$ cat src/rtl/ps2a_pkg.sv
// shared types, constants and key translation tables for the ps/2 set 1 to ascii block
// no dependencies
`timescale 1ns / 1ps

package ps2a_pkg;

    localparam logic OP_SCAN = 1'b0;
    localparam logic OP_POP  = 1'b1;

    localparam logic [6:0] KEY_LSHIFT = 7'h2A;
    localparam logic [6:0] KEY_RSHIFT = 7'h36;
    localparam logic [6:0] KEY_CTRL   = 7'h1D;
    localparam logic [6:0] KEY_CAPS   = 7'h3A;

    typedef struct packed {
        logic       opcode;
        logic [7:0] scancode;
    } in_item_t;

    typedef struct packed {
        logic [6:0] char_out;
        logic       char_valid;
        logic       dropped;
        logic       has_data;
    } out_item_t;

    typedef enum logic [1:0] {
        CMD_NOP,
        CMD_PUSH,
        CMD_POP
    } cmd_kind_t;

    typedef struct packed {
        cmd_kind_t  kind;
        logic [6:0] ch;
    } cmd_t;

    typedef struct packed {
        logic pop_hit;
        logic dropped;
        logic has_data;
    } back_info_t;

    function automatic logic [6:0] rom_plain(input logic [6:0] key);
        logic [6:0] r;
        case (key)
            7'h01: r = 7'h1B;  7'h02: r = 7'h31;  7'h03: r = 7'h32;  7'h04: r = 7'h33;
            7'h05: r = 7'h34;  7'h06: r = 7'h35;  7'h07: r = 7'h36;  7'h08: r = 7'h37;
            7'h09: r = 7'h38;  7'h0A: r = 7'h39;  7'h0B: r = 7'h30;  7'h0C: r = 7'h2D;
            7'h0D: r = 7'h3D;  7'h0E: r = 7'h08;  7'h0F: r = 7'h09;
            7'h10: r = 7'h71;  7'h11: r = 7'h77;  7'h12: r = 7'h65;  7'h13: r = 7'h72;
            7'h14: r = 7'h74;  7'h15: r = 7'h79;  7'h16: r = 7'h75;  7'h17: r = 7'h69;
            7'h18: r = 7'h6F;  7'h19: r = 7'h70;  7'h1A: r = 7'h5B;  7'h1B: r = 7'h5D;
            7'h1C: r = 7'h0A;  7'h1E: r = 7'h61;  7'h1F: r = 7'h73;
            7'h20: r = 7'h64;  7'h21: r = 7'h66;  7'h22: r = 7'h67;  7'h23: r = 7'h68;
            7'h24: r = 7'h6A;  7'h25: r = 7'h6B;  7'h26: r = 7'h6C;  7'h27: r = 7'h3B;
            7'h28: r = 7'h27;  7'h29: r = 7'h60;  7'h2B: r = 7'h5C;  7'h2C: r = 7'h7A;
            7'h2D: r = 7'h78;  7'h2E: r = 7'h63;  7'h2F: r = 7'h76;
            7'h30: r = 7'h62;  7'h31: r = 7'h6E;  7'h32: r = 7'h6D;  7'h33: r = 7'h2C;
            7'h34: r = 7'h2E;  7'h35: r = 7'h2F;  7'h37: r = 7'h2A;  7'h39: r = 7'h20;
            7'h4A: r = 7'h2D;  7'h4E: r = 7'h2B;
            default: r = 7'h00;
        endcase
        return r;
    endfunction

    function automatic logic [6:0] rom_upper(input logic [6:0] key);
        logic [6:0] r;
        case (key)
            7'h01: r = 7'h1B;  7'h02: r = 7'h21;  7'h03: r = 7'h40;  7'h04: r = 7'h23;
            7'h05: r = 7'h24;  7'h06: r = 7'h25;  7'h07: r = 7'h5E;  7'h08: r = 7'h26;
            7'h09: r = 7'h2A;  7'h0A: r = 7'h28;  7'h0B: r = 7'h29;  7'h0C: r = 7'h5F;
            7'h0D: r = 7'h2B;  7'h0E: r = 7'h08;  7'h0F: r = 7'h09;
            7'h10: r = 7'h51;  7'h11: r = 7'h57;  7'h12: r = 7'h45;  7'h13: r = 7'h52;
            7'h14: r = 7'h54;  7'h15: r = 7'h59;  7'h16: r = 7'h55;  7'h17: r = 7'h49;
            7'h18: r = 7'h4F;  7'h19: r = 7'h50;  7'h1A: r = 7'h7B;  7'h1B: r = 7'h7D;
            7'h1C: r = 7'h0A;  7'h1E: r = 7'h41;  7'h1F: r = 7'h53;
            7'h20: r = 7'h44;  7'h21: r = 7'h46;  7'h22: r = 7'h47;  7'h23: r = 7'h48;
            7'h24: r = 7'h4A;  7'h25: r = 7'h4B;  7'h26: r = 7'h4C;  7'h27: r = 7'h3A;
            7'h28: r = 7'h22;  7'h29: r = 7'h7E;  7'h2B: r = 7'h7C;  7'h2C: r = 7'h5A;
            7'h2D: r = 7'h58;  7'h2E: r = 7'h43;  7'h2F: r = 7'h56;
            7'h30: r = 7'h42;  7'h31: r = 7'h4E;  7'h32: r = 7'h4D;  7'h33: r = 7'h3C;
            7'h34: r = 7'h3E;  7'h35: r = 7'h3F;  7'h37: r = 7'h2A;  7'h39: r = 7'h20;
            7'h4A: r = 7'h2D;  7'h4E: r = 7'h2B;
            default: r = 7'h00;
        endcase
        return r;
    endfunction

endpackage

$ cat src/rtl/ps2a_ram.sv
// generic single write port ram with registered, enabled read
// no dependencies
`timescale 1ns / 1ps

module ps2a_ram #(
    parameter int WIDTH = 7,
    parameter int DEPTH = 256
) (
    input  logic                     aclk,
    input  logic                     we,
    input  logic [$clog2(DEPTH)-1:0] waddr,
    input  logic [WIDTH-1:0]         wdata,
    input  logic                     re,
    input  logic [$clog2(DEPTH)-1:0] raddr,
    output logic [WIDTH-1:0]         rdata
);

    logic [WIDTH-1:0] mem [DEPTH];
    logic [WIDTH-1:0] rdata_reg;

    always_ff @(posedge aclk) begin
        if (we) begin
            mem[waddr] <= wdata;
        end
        if (re) begin
            rdata_reg <= mem[raddr];
        end
    end

    assign rdata = rdata_reg;

endmodule

$ cat src/rtl/ps2a_front.sv
// front end: tracks shift, ctrl and caps and turns each beat into a queue command
// depends on ps2a_pkg
`timescale 1ns / 1ps

module ps2a_front (
    input  logic               aclk,
    input  logic               aresetn,
    input  logic               in_valid,
    input  logic               in_ready,
    input  ps2a_pkg::in_item_t in_data,
    output ps2a_pkg::cmd_t     cmd
);

    logic shift_reg, shift_next;
    logic ctrl_reg,  ctrl_next;
    logic caps_reg,  caps_next;

    logic [6:0] key;
    logic       rel;
    logic [6:0] ch;

    assign key = in_data.scancode[6:0];
    assign rel = in_data.scancode[7];

    always_comb begin
        shift_next = shift_reg;
        ctrl_next  = ctrl_reg;
        caps_next  = caps_reg;
        cmd.kind   = ps2a_pkg::CMD_NOP;
        cmd.ch     = 7'h00;
        ch         = (shift_reg ^ caps_reg) ? ps2a_pkg::rom_upper(key)
                                            : ps2a_pkg::rom_plain(key);
        if (in_data.opcode == ps2a_pkg::OP_POP) begin
            cmd.kind = ps2a_pkg::CMD_POP;
        end else if (key == ps2a_pkg::KEY_LSHIFT || key == ps2a_pkg::KEY_RSHIFT) begin
            shift_next = !rel;
        end else if (key == ps2a_pkg::KEY_CTRL) begin
            ctrl_next = !rel;
        end else if (key == ps2a_pkg::KEY_CAPS && !rel) begin
            caps_next = !caps_reg;
        end else if (!rel && ch != 7'h00) begin
            cmd.kind = ps2a_pkg::CMD_PUSH;
            // ctrl folds letters onto 1..26
            if (ctrl_reg && ((ch >= 7'h61 && ch <= 7'h7A) || (ch >= 7'h41 && ch <= 7'h5A)))
            begin
                cmd.ch = {2'b00, ch[4:0]};
            end else begin
                cmd.ch = ch;
            end
        end
    end

    always_ff @(posedge aclk) begin
        if (!aresetn) begin
            shift_reg <= 1'b0;
            ctrl_reg  <= 1'b0;
            caps_reg  <= 1'b0;
        end else if (in_valid && in_ready) begin
            shift_reg <= shift_next;
            ctrl_reg  <= ctrl_next;
            caps_reg  <= caps_next;
        end
    end

endmodule

$ cat src/rtl/ps2a_cmd_q.sv
// two entry command queue between front and back
// depends on ps2a_pkg
`timescale 1ns / 1ps

module ps2a_cmd_q (
    input  logic           aclk,
    input  logic           aresetn,
    input  logic           push_valid,
    output logic           push_ready,
    input  ps2a_pkg::cmd_t push_data,
    output logic           pop_valid,
    input  logic           pop_ready,
    output ps2a_pkg::cmd_t pop_data
);

    ps2a_pkg::cmd_t entry_reg [2];
    logic       wr_idx_reg, wr_idx_next;
    logic       rd_idx_reg, rd_idx_next;
    logic [1:0] count_reg,  count_next;
    logic       do_push, do_pop;

    assign push_ready = (count_reg != 2'd2);
    assign pop_valid  = (count_reg != 2'd0);
    assign pop_data   = entry_reg[rd_idx_reg];
    assign do_push    = push_valid && push_ready;
    assign do_pop     = pop_valid && pop_ready;

    always_comb begin
        wr_idx_next = do_push ? !wr_idx_reg : wr_idx_reg;
        rd_idx_next = do_pop  ? !rd_idx_reg : rd_idx_reg;
        count_next  = count_reg + {1'b0, do_push} - {1'b0, do_pop};
    end

    always_ff @(posedge aclk) begin
        if (do_push) begin
            entry_reg[wr_idx_reg] <= push_data;
        end
    end

    always_ff @(posedge aclk) begin
        if (!aresetn) begin
            wr_idx_reg <= 1'b0;
            rd_idx_reg <= 1'b0;
            count_reg  <= 2'd0;
        end else begin
            wr_idx_reg <= wr_idx_next;
            rd_idx_reg <= rd_idx_next;
            count_reg  <= count_next;
        end
    end

    a_count_bound: assert property (@(posedge aclk) disable iff (!aresetn)
        count_reg <= 2'd2)
        else $error("command queue count out of range");

    a_idx_agree: assert property (@(posedge aclk) disable iff (!aresetn)
        (count_reg == 2'd0 || count_reg == 2'd2) |-> (wr_idx_reg == rd_idx_reg))
        else $error("command queue indexes disagree with count");

endmodule

$ cat src/rtl/ps2a_back.sv
// back end: character ring buffer, pointers and result output register
// depends on ps2a_pkg and ps2a_ram
`timescale 1ns / 1ps

module ps2a_back #(
    parameter int FIFO_DEPTH = 256
) (
    input  logic                aclk,
    input  logic                aresetn,
    input  logic                cmd_valid,
    output logic                cmd_ready,
    input  ps2a_pkg::cmd_t      cmd,
    output logic                m_valid,
    input  logic                m_ready,
    output ps2a_pkg::out_item_t m_data
);

    localparam int PTR_W = $clog2(FIFO_DEPTH);
    localparam logic [PTR_W-1:0] PTR_LAST = PTR_W'(FIFO_DEPTH - 1);

    logic [PTR_W-1:0] wr_ptr_reg, wr_ptr_next;
    logic [PTR_W-1:0] rd_ptr_reg, rd_ptr_next;
    logic [PTR_W-1:0] wr_inc, rd_inc;

    logic                 s1_valid_reg;
    ps2a_pkg::back_info_t s1_info_reg, s1_info_next;
    logic                 out_valid_reg;
    ps2a_pkg::out_item_t  out_data_reg;

    logic       advance_out, take, full, empty, ram_we, ram_re;
    logic [6:0] ram_rdata;

    assign advance_out = !out_valid_reg || m_ready;
    assign cmd_ready   = !s1_valid_reg || advance_out;
    assign take        = cmd_valid && cmd_ready;

    assign wr_inc = (wr_ptr_reg == PTR_LAST) ? '0 : wr_ptr_reg + 1'b1;
    assign rd_inc = (rd_ptr_reg == PTR_LAST) ? '0 : rd_ptr_reg + 1'b1;
    assign full   = (wr_inc == rd_ptr_reg);
    assign empty  = (wr_ptr_reg == rd_ptr_reg);

    always_comb begin
        wr_ptr_next  = wr_ptr_reg;
        rd_ptr_next  = rd_ptr_reg;
        ram_we       = 1'b0;
        ram_re       = 1'b0;
        s1_info_next = '0;
        if (take) begin
            case (cmd.kind)
                ps2a_pkg::CMD_PUSH: begin
                    if (full) begin
                        s1_info_next.dropped = 1'b1;
                    end else begin
                        ram_we      = 1'b1;
                        wr_ptr_next = wr_inc;
                    end
                end
                ps2a_pkg::CMD_POP: begin
                    if (!empty) begin
                        ram_re               = 1'b1;
                        s1_info_next.pop_hit = 1'b1;
                        rd_ptr_next          = rd_inc;
                    end
                end
                default: begin
                end
            endcase
        end
        s1_info_next.has_data = (wr_ptr_next != rd_ptr_next);
    end

    ps2a_ram #(
        .WIDTH (7),
        .DEPTH (FIFO_DEPTH)
    ) u_ram (
        .aclk  (aclk),
        .we    (ram_we),
        .waddr (wr_ptr_reg),
        .wdata (cmd.ch),
        .re    (ram_re),
        .raddr (rd_ptr_reg),
        .rdata (ram_rdata)
    );

    always_ff @(posedge aclk) begin
        if (cmd_ready) begin
            s1_info_reg <= s1_info_next;
        end
        if (advance_out) begin
            out_data_reg.char_out   <= s1_info_reg.pop_hit ? ram_rdata : 7'h00;
            out_data_reg.char_valid <= s1_info_reg.pop_hit;
            out_data_reg.dropped    <= s1_info_reg.dropped;
            out_data_reg.has_data   <= s1_info_reg.has_data;
        end
    end

    always_ff @(posedge aclk) begin
        if (!aresetn) begin
            wr_ptr_reg    <= '0;
            rd_ptr_reg    <= '0;
            s1_valid_reg  <= 1'b0;
            out_valid_reg <= 1'b0;
        end else begin
            wr_ptr_reg <= wr_ptr_next;
            rd_ptr_reg <= rd_ptr_next;
            if (cmd_ready) begin
                s1_valid_reg <= cmd_valid;
            end
            if (advance_out) begin
                out_valid_reg <= s1_valid_reg;
            end
        end
    end

    assign m_valid = out_valid_reg;
    assign m_data  = out_data_reg;

    a_ptr_range: assert property (@(posedge aclk) disable iff (!aresetn)
        wr_ptr_reg <= PTR_LAST && rd_ptr_reg <= PTR_LAST)
        else $error("ring pointer beyond depth");

    a_pop_not_drop: assert property (@(posedge aclk) disable iff (!aresetn)
        out_valid_reg |-> !(out_data_reg.char_valid && out_data_reg.dropped))
        else $error("beat both popped and dropped");

    a_char_zero: assert property (@(posedge aclk) disable iff (!aresetn)
        (out_valid_reg && !out_data_reg.char_valid) |-> (out_data_reg.char_out == 7'h00))
        else $error("character present without valid");

    a_pop_leaves_space: assert property (@(posedge aclk) disable iff (!aresetn)
        (take && ram_re) |=> !full)
        else $error("ring still full after a pop");

endmodule

$ cat src/rtl/ps2_scancode_to_ascii_fifo.sv
// top level of the ps/2 scancode set 1 to ascii translator with character buffer
// depends on ps2a_pkg, ps2a_front, ps2a_cmd_q, ps2a_back
`timescale 1ns / 1ps

// usage:
//   s_ channel: each beat is either a scancode byte (opcode scan) or a pop request.
//   m_ channel: exactly one result beat per input beat, in order. a scancode beat
//   reports dropped when the buffer was full; a pop beat carries the oldest
//   character with char_valid, or zero when the buffer is empty. has_data tells
//   whether characters remain after that beat.
//   path from input handshake to m_valid: queue entry written at the handshake,
//   ring access with registered ram read, output register.
//   throughput: one beat per cycle while m_ready is high; the ring does one write
//   or one read per beat on its single port pair, so nothing else lowers that rate.
//   the buffer holds FIFO_DEPTH - 1 characters.
//   reset: shift, ctrl and caps cleared, buffer empty; no clearing pass is needed.
//   stall: when m_ready is low the result waits in the output register, the back
//   end fills its one stage, and the two entry queue absorbs two more beats before
//   s_ready drops; beats are never lost or repeated.
module ps2_scancode_to_ascii_fifo #(
    parameter int FIFO_DEPTH = 256
) (
    input  logic                aclk,
    input  logic                aresetn,
    input  logic                s_valid,
    output logic                s_ready,
    input  ps2a_pkg::in_item_t  s_data,
    output logic                m_valid,
    input  logic                m_ready,
    output ps2a_pkg::out_item_t m_data
);

    ps2a_pkg::cmd_t front_cmd;
    ps2a_pkg::cmd_t q_cmd;
    logic           q_valid;
    logic           q_ready;

    ps2a_front u_front (
        .aclk     (aclk),
        .aresetn  (aresetn),
        .in_valid (s_valid),
        .in_ready (s_ready),
        .in_data  (s_data),
        .cmd      (front_cmd)
    );

    ps2a_cmd_q u_cmd_q (
        .aclk       (aclk),
        .aresetn    (aresetn),
        .push_valid (s_valid),
        .push_ready (s_ready),
        .push_data  (front_cmd),
        .pop_valid  (q_valid),
        .pop_ready  (q_ready),
        .pop_data   (q_cmd)
    );

    ps2a_back #(
        .FIFO_DEPTH (FIFO_DEPTH)
    ) u_back (
        .aclk      (aclk),
        .aresetn   (aresetn),
        .cmd_valid (q_valid),
        .cmd_ready (q_ready),
        .cmd       (q_cmd),
        .m_valid   (m_valid),
        .m_ready   (m_ready),
        .m_data    (m_data)
    );

endmodule

$ cat config.mk
export PLATFORM = sky130hd
export DESIGN_NAME = ps2_scancode_to_ascii_fifo
export DESIGN_NICKNAME = d
export VERILOG_FILES = /design/src/rtl/ps2a_pkg.sv /design/src/rtl/ps2a_ram.sv /design/src/rtl/ps2a_front.sv /design/src/rtl/ps2a_cmd_q.sv /design/src/rtl/ps2a_back.sv /design/src/rtl/ps2_scancode_to_ascii_fifo.sv
export SDC_FILE = /design/constraint.sdc
export NUM_CORES = 2
export LEC_CHECK = 0
export BUFFER_PORTS_ARGS = -buffer_cell sky130_fd_sc_hd__buf_4
export CAP_MARGIN = 20
export CORE_MARGIN = 3
export CORE_UTILIZATION = 60
export DETAILED_ROUTE_END_ITERATION = 7
export GPL_TIMING_DRIVEN = 0
export PLACE_DENSITY_LB_ADDON = 0.1
export SLEW_MARGIN = 25
export SYNTH_ARGS = -nofsm -noshare
export SYNTH_HDL_FRONTEND = slang
export SYNTH_SLANG_ARGS = --single-unit
$ cat constraint.sdc
create_clock -name aclk -period 8.6 [get_ports aclk]
set_clock_uncertainty 0.15 [all_clocks]
set_input_delay 0.43 -clock aclk [delete_from_list [all_inputs] [get_ports aclk]]
set_output_delay 0.43 -clock aclk [all_outputs]
set_load 0.01 [all_outputs]
Word-level counts from Yosys, hierarchy flattened

Memories as Yosys holds them, arrays and structs flattened. A register that Yosys moved wholly into a read port is not among the register bits.
Index checks and enable logic that the tools add are counted.

Flip-flop bits (word level): 38
Bits in latches: 0
Bits in writable memories: 1810
Bits in read-only memories: 1792
Bits of input ports: 13
Memories: 4

Memories:

| memory            | words | bits a word | read ports | clocked after Yosys merged registers in | write ports | line             | RTL |
|---|---|---|---|---|---|---|---|
| u_back.u_ram.mem  | 256   | 7           | 1          | 1                                       | 1           | ps2a_ram.sv:18   | `logic [WIDTH-1:0] mem [DEPTH];` |
| (name not given)  | 128   | 7           | 1          | 0                                       | 0           | ps2a_pkg.sv:69   | `case (key)` |
| (name not given)  | 128   | 7           | 1          | 0                                       | 0           | ps2a_pkg.sv:46   | `case (key)` |
| u_cmd_q.entry_reg | 2     | 9           | 1          | 1                                       | 1           | ps2a_cmd_q.sv:16 | `ps2a_pkg::cmd_t entry_reg [2];` |

$add $sub $neg: 4
Multiply operators: 0
Divide/modulo/power cells: 0
Magnitude comparators: 4
Equal/unequal tests: 12
Shift operators: 0
Mux-type cells: 29
Bitwise gates (word level): 4
Reduce and logical (&&, ||, !) cells: 23

Operator list:

| operator                                                 | number |
|---|---|
| two-way mux 8 bit                                        | 9 |
| two-way mux 9 bit                                        | 3 |
| == test 7 x 6 -> 1 bit, second input constant            | 3 |
| two-way mux 7 bit                                        | 3 |
| adder 8 x 1 -> 8 bit, second input constant              | 2 |
| == test 8 bit                                            | 2 |
| == test 8 bit, second input constant                     | 2 |
| greater-or-equal comparator 7 bit, second input constant | 2 |
| less-or-equal comparator 7 bit, second input constant    | 2 |
| two-way mux 1 bit                                        | 13 |
| != test 8 bit                                            | 1 |
| == test 7 x 5 -> 1 bit, second input constant            | 1 |
| logical AND 1 bit                                        | 7 |
| nonzero test 7 bit                                       | 1 |
| logical NOT 1 bit                                        | 6 |
| AND reduction 5 bit                                      | 1 |
| logical OR 1 bit                                         | 4 |
| AND reduction 4 bit                                      | 1 |
| NOT 1 bit                                                | 3 |
| AND reduction 3 bit                                      | 1 |
| adder 2 x 1 -> 2 bit                                     | 1 |
| == test 2 x 1 -> 1 bit, second input constant            | 1 |
| == test 2 bit, second input constant                     | 1 |
| two-way mux 2 bit                                        | 1 |
| other kinds (5)                                          | 5 |

Logic depth before layout (Yosys ltp)

Depth in word-level cells: 12
Gate-level depth with buffers: 13
Depth with buffers taken out: 10

Cells and area by module

A second synthesis with hierarchy kept.

Cells, all modules: 3853
Area, all modules: 74612.8 µm²

By module, submodules not included:

| module     | times used | cells each | area an instance (µm²) |
|---|---|---|---|
| ps2a_ram   | 1          | 3381       | 70267.4 |
| ps2a_back  | 1          | 202        | 1914.3 |
| ps2a_front | 1          | 212        | 1524.0 |
| ps2a_cmd_q | 1          | 58         | 907.1 |

Least setup slack after synthesis

OpenSTA, ideal clock, no wires.

Path kind: reg-to-reg
Start point: register u_back.wr_ptr_reg[1]
End point: memory u_back.u_ram.mem[133][0], enable pin
Setup time: 360 ps
Arrival time: 3277 ps
Data required time: 8090 ps
Slack: 4812 ps
Stages on the path, launching flop included: 14
Cell sequence: dfxtp_1 ha_1 buf_2 and3_1 buf_2 nand3_1 a311oi_1 xor2_1 a21oi_2 nand2_1 or4_1 clkbuf_1 buf_2 nor2_1

Longest elaborated chain between the ends: 8
Elaborated cells on any way between the ends: 9
Classes of those cells: add/sub: 1; eq/ne: 2; mux: 6

RTL lines:

| item                                                         | line             | RTL |
|---|---|---|
| from (decl)                                                  | ps2a_back.sv:21  | `logic [PTR_W-1:0] wr_ptr_reg, wr_ptr_next;` |
| from (signal assigned)                                       | ps2a_back.sv:104 | `wr_ptr_reg <= wr_ptr_next;` |
| adder 8 x 1 -> 8 bit / == test 8 bit (equally long branches) | ps2a_back.sv:37  | `assign wr_inc = (wr_ptr_reg == PTR_LAST) ? '0 : wr_ptr_reg + 1'b1;` |
| two-way mux 8 bit                                            | ps2a_back.sv:37  |  |
| == test 8 bit                                                | ps2a_back.sv:39  | `assign full = (wr_inc == rd_ptr_reg);` |
| two-way mux 1 bit                                            | ps2a_back.sv:51  | `if (full) begin` |
| two-way mux 1 bit                                            | ps2a_back.sv:49  | `case (cmd.kind)` |
| two-way mux 1 bit                                            | ps2a_back.sv:48  | `if (take) begin` |
| two-way mux 1 bit                                            | ps2a_ram.sv:22   | `if (we) begin` |
| two-way mux 1 bit (implied by the code)                      | ps2a_ram.sv:23   | `mem[waddr] <= wdata;` |
| to (decl)                                                    | ps2a_ram.sv:18   |  |

Parallel ways exist; a longest one is shown, timed or not.

Worst setup path in the final report

Start point: register u_back.wr_ptr_reg[1]
End point: memory u_back.u_ram.mem[251][1], enable pin

The elaborated chain is that of the path after synthesis.

==> flow_summary.yaml <==
floorplanning:
  fp.dieArea_mm2: 0.127
  core_mm2: 0.121
  ios: 25
  die_w_um: 356
  num_rows: 127
  start_util_pct: 60.9
  die_h_um: 356
worst_setup_path:
  cp_slowest_cell: "nand3_1"
  path_cells: "ha_1, buf_2, nand3_1, a21o_1, and3_1, o2111a_1, a21oi_2, buf_2, nand3_1, buf_2, nor2_1"
  critPathKind: "flip-flop to flip-flop"
  cp_max_fo: 10
  required_ns: 8.87
  start_kind: "flip-flop"
  max_stage_delay_ns: 0.77
  arrival_ns: 5.91
  cp-end-kind: "flip-flop"
  timing.critical_path.mode_cell: "buf_2"
outcome:
  status: "complete, no violations"
global_routing:
  busiest_layer: "met2"
  grt-ovfl-total: 0
  antenna_found_initial: 14
  grt_use_met2_pct: 48.7
  grt_start_max_net_pins: 121
  met1_usage_pct: 46.0
  grt_pass1_wl_um: 281000
  met3_usage_pct: 7.89
  grt_pass1_vias: 37500
  grt_use_total_pct: 32.1
sta:
  setup_tns_ns: 0
  rsz0062_at_grt: "false"
  max_freq_mhz: 177
  post-route-period-util_pct: 65.6
  setup_slack_ns: 2.96
  hold_violations: 0
  slew_violations: 0
  fin_crit_ns: 5.64
  worstMarginPinSlew_ns: 1.16
  finalSetupViolations: 0
  max_slew_margin_pct: 22.2
pwr:
  leakagePower_nw: 25.1
  power_density_mw_per_mm2: 253
  ir_drop_uv: 293
placed_design:
  pre_cts_ws_ns: 3.13
  gp_congestion: 0.929
  portBuffers: 23
  dp.cells: 5034
  dp_hpwl_um: 134000
cts:
  cts.repair.resized: 0
  cts-root-buf: "clkbuf_16"
  clockBufferDepth: 3
  htreeDepth: 4
  clk_pin_slew_ns: 0.06
  numCtsBuffers: 181
  cts_tree: "yes"
  insertion_delay_ns: 0.82
  cts.sinks: 1856
route:
  drt_wl_total_um: 198000
  via_per_inst: 6.93
  drtAntennaViolNets: 0
  drcViolationCount: 0
  drt_iter0_drc: 5614
  drt_pass1_iterations: 5
  vias: 37300
  detail_route.wl_per_cell_um: 36.8
final_layout:
  final_cells: 5383
  finalNetCount: 3644
  area_growth_pct: 12.8
  largest_reg_flops: 1792
  drive_above_1_share_pct: 28.1
min_path:
  hold_class: "input port to flip-flop"
yosys:
  syn-num-nets: 3394
  synth_top_area_share_pct: 74.6
  syn_area_mm2: 0.0736
  synth.distinct_cells: 66
  synth-main-ff-cell: "edfxtp_1"
  synth_top_family_by_area: "multiplexers"
  synth_top_area_cell: "edfxtp_1"
  async_flop_share_pct: 0
  synthMuxAreaShare_pct: 18.5
  yosys.area_share.simple_pct: 2.84
  yosysSeqAreaShare_pct: 75.3
  synthCells: 3361
  yosys.area_share.xor_xnor_pct: 0.404
  synth_adder_area_share_pct: 0.340
  ys_ff_latch: 1856
  ys_warn_count: 0
  yosys-top-cells-area: "edfxtp_1, mux4_2, nor2_1"
  synth_compound_area_share_pct: 1.21
  avgSynthCellArea_um2: 21.9
  synth_edf_count: 1830
flow_run:
  cap_violations: 0
==> cell usage in the layout, fill, tap and decap left out, drive strengths merged, types with 7 or more instances in the layout <==
cell type | synthesis | routed
edfxtp | 1830 | 1830
mux4 | 595 | 595
clkbuf | 118 | 338
nor2 | 306 | 306
buf | 89 | 150
clkinv | 1 | 76
nand2 | 54 | 54
o21ai | 27 | 27
xnor2 | 26 | 26
dfxtp | 26 | 26
bufinv | 0 | 26
inv | 16 | 25
nand3 | 24 | 24
a21oi | 24 | 24
ha | 20 | 20
and2 | 16 | 16
nand4 | 13 | 13
nor2b | 13 | 13
mux2 | 13 | 13
nor3 | 12 | 12
a211oi | 12 | 12
and3 | 10 | 10
xor2 | 8 | 8
a31oi | 8 | 8
mux2i | 8 | 8
diode | 0 | 7
==> path summary, 6_finish.rpt <==
path	from	endpoint	slack, ns	cells after the start
setup / recovery	u_back.wr_ptr_reg[1]	u_back.u_ram.mem[251][1]	2.96	11
hold reg to reg	u_back.s1_info_reg[1]	u_back.m_data[1]	0.27	0
hold / removal	s_valid	u_cmd_q.wr_idx_reg	0.07	4
setup reg to reg	u_back.wr_ptr_reg[1]	u_back.u_ram.mem[251][1]	2.96	11
==> worst max-delay path, delay by kind of cell (launching register included) <==
kind,cells,cell delay [ns]
flops,1,0.54
simple gates,4,2.10
buf+inv,3,0.98
fa+ha+maj,1,0.22
compound gates,3,1.22
==> routing by layer <==
layer	vias up	share of wire, %
li1	14600	-
met1	19800	37
met2	2492	47
met3	387	12
met4	12	4.2
met5	-	0.042
==> per-stage QoR <==
step           util (%)  hold slack, ns  area [µm²]  power (W)
6_report           68.7          0.0667       83100     0.0210
5_1_grt            68.7          0.0776       83100     0.0216
4_1_cts            68.7          0.0173       83100     0.0211
3_3_place_gp       62.7           0.269       75800     0.0129
3_5_place_dp       63.6           0.258       76900     0.0131
2_1_floorplan         -           0.250       73600     0.0121
==> layout make-up <==
class | count | area, µm²
diodes | 7 | 17.5
plain buffers | 207 | 997
clock buffers | 220 | 4750
clock inverters | 116 | 1360
fillers | 7449 | 37800
inverters | 17 | 63.8
multi-input cells | 1281 | 17300
flip-flops and latches | 1856 | 55500
well taps | 1612 | 2020
repair buffers | 67 | 1130
==> power by group <==
group / switching, W / internal [W] / leakage, nW
combinational: 0.00146 / 0.000465 / 5.39
sequential: 0.0000204 / 0.0109 / 16.8
clock: 0.00340 / 0.00473 / 2.97
==> timing repair <==
item	in CTS	in global routing
hold endpoints to repair	10	0
endpoints found under the setup margin	0	0
setup buffers	0	0
hold buffers	6	0
==> cell usage after synthesis, types with 5 or more instances <==
| master | instances |
|---|---|
| a211oi_1 | 12 |
| a21oi_1 | 23 |
| a31oi_1 | 8 |
| and2_1 | 16 |
| and3_1 | 10 |
| buf_1 | 22 |
| buf_2 | 41 |
| buf_4 | 23 |
| clkbuf_1 | 118 |
| dfxtp_1 | 26 |
| edfxtp_1 | 1830 |
| ha_1 | 20 |
| inv_1 | 16 |
| mux2_2 | 13 |
| mux2i_1 | 8 |
| mux4_2 | 595 |
| nand2_1 | 54 |
| nand2b_1 | 5 |
| nand3_1 | 24 |
| nand4_1 | 13 |
| nor2_1 | 306 |
| nor2b_1 | 13 |
| nor3_1 | 12 |
| o211ai_1 | 5 |
| o21a_1 | 6 |
| o21ai_0 | 26 |
| o31ai_1 | 5 |
| xnor2_1 | 26 |
| xor2_1 | 8 |
==> cells by family after synthesis <==
| kind of cell | count (synthesis) |
|---|---|
| buffers and inverters | 224 |
| AOI/OAI and AO/OA | 131 |
| xor gates and xnor gates | 34 |
| DFF | 1856 |
| muxes | 616 |
| and+or+nand+nor | 480 |
| adders and majority gates | 20 |
Note: power is estimated with default switching activity, not from simulation.
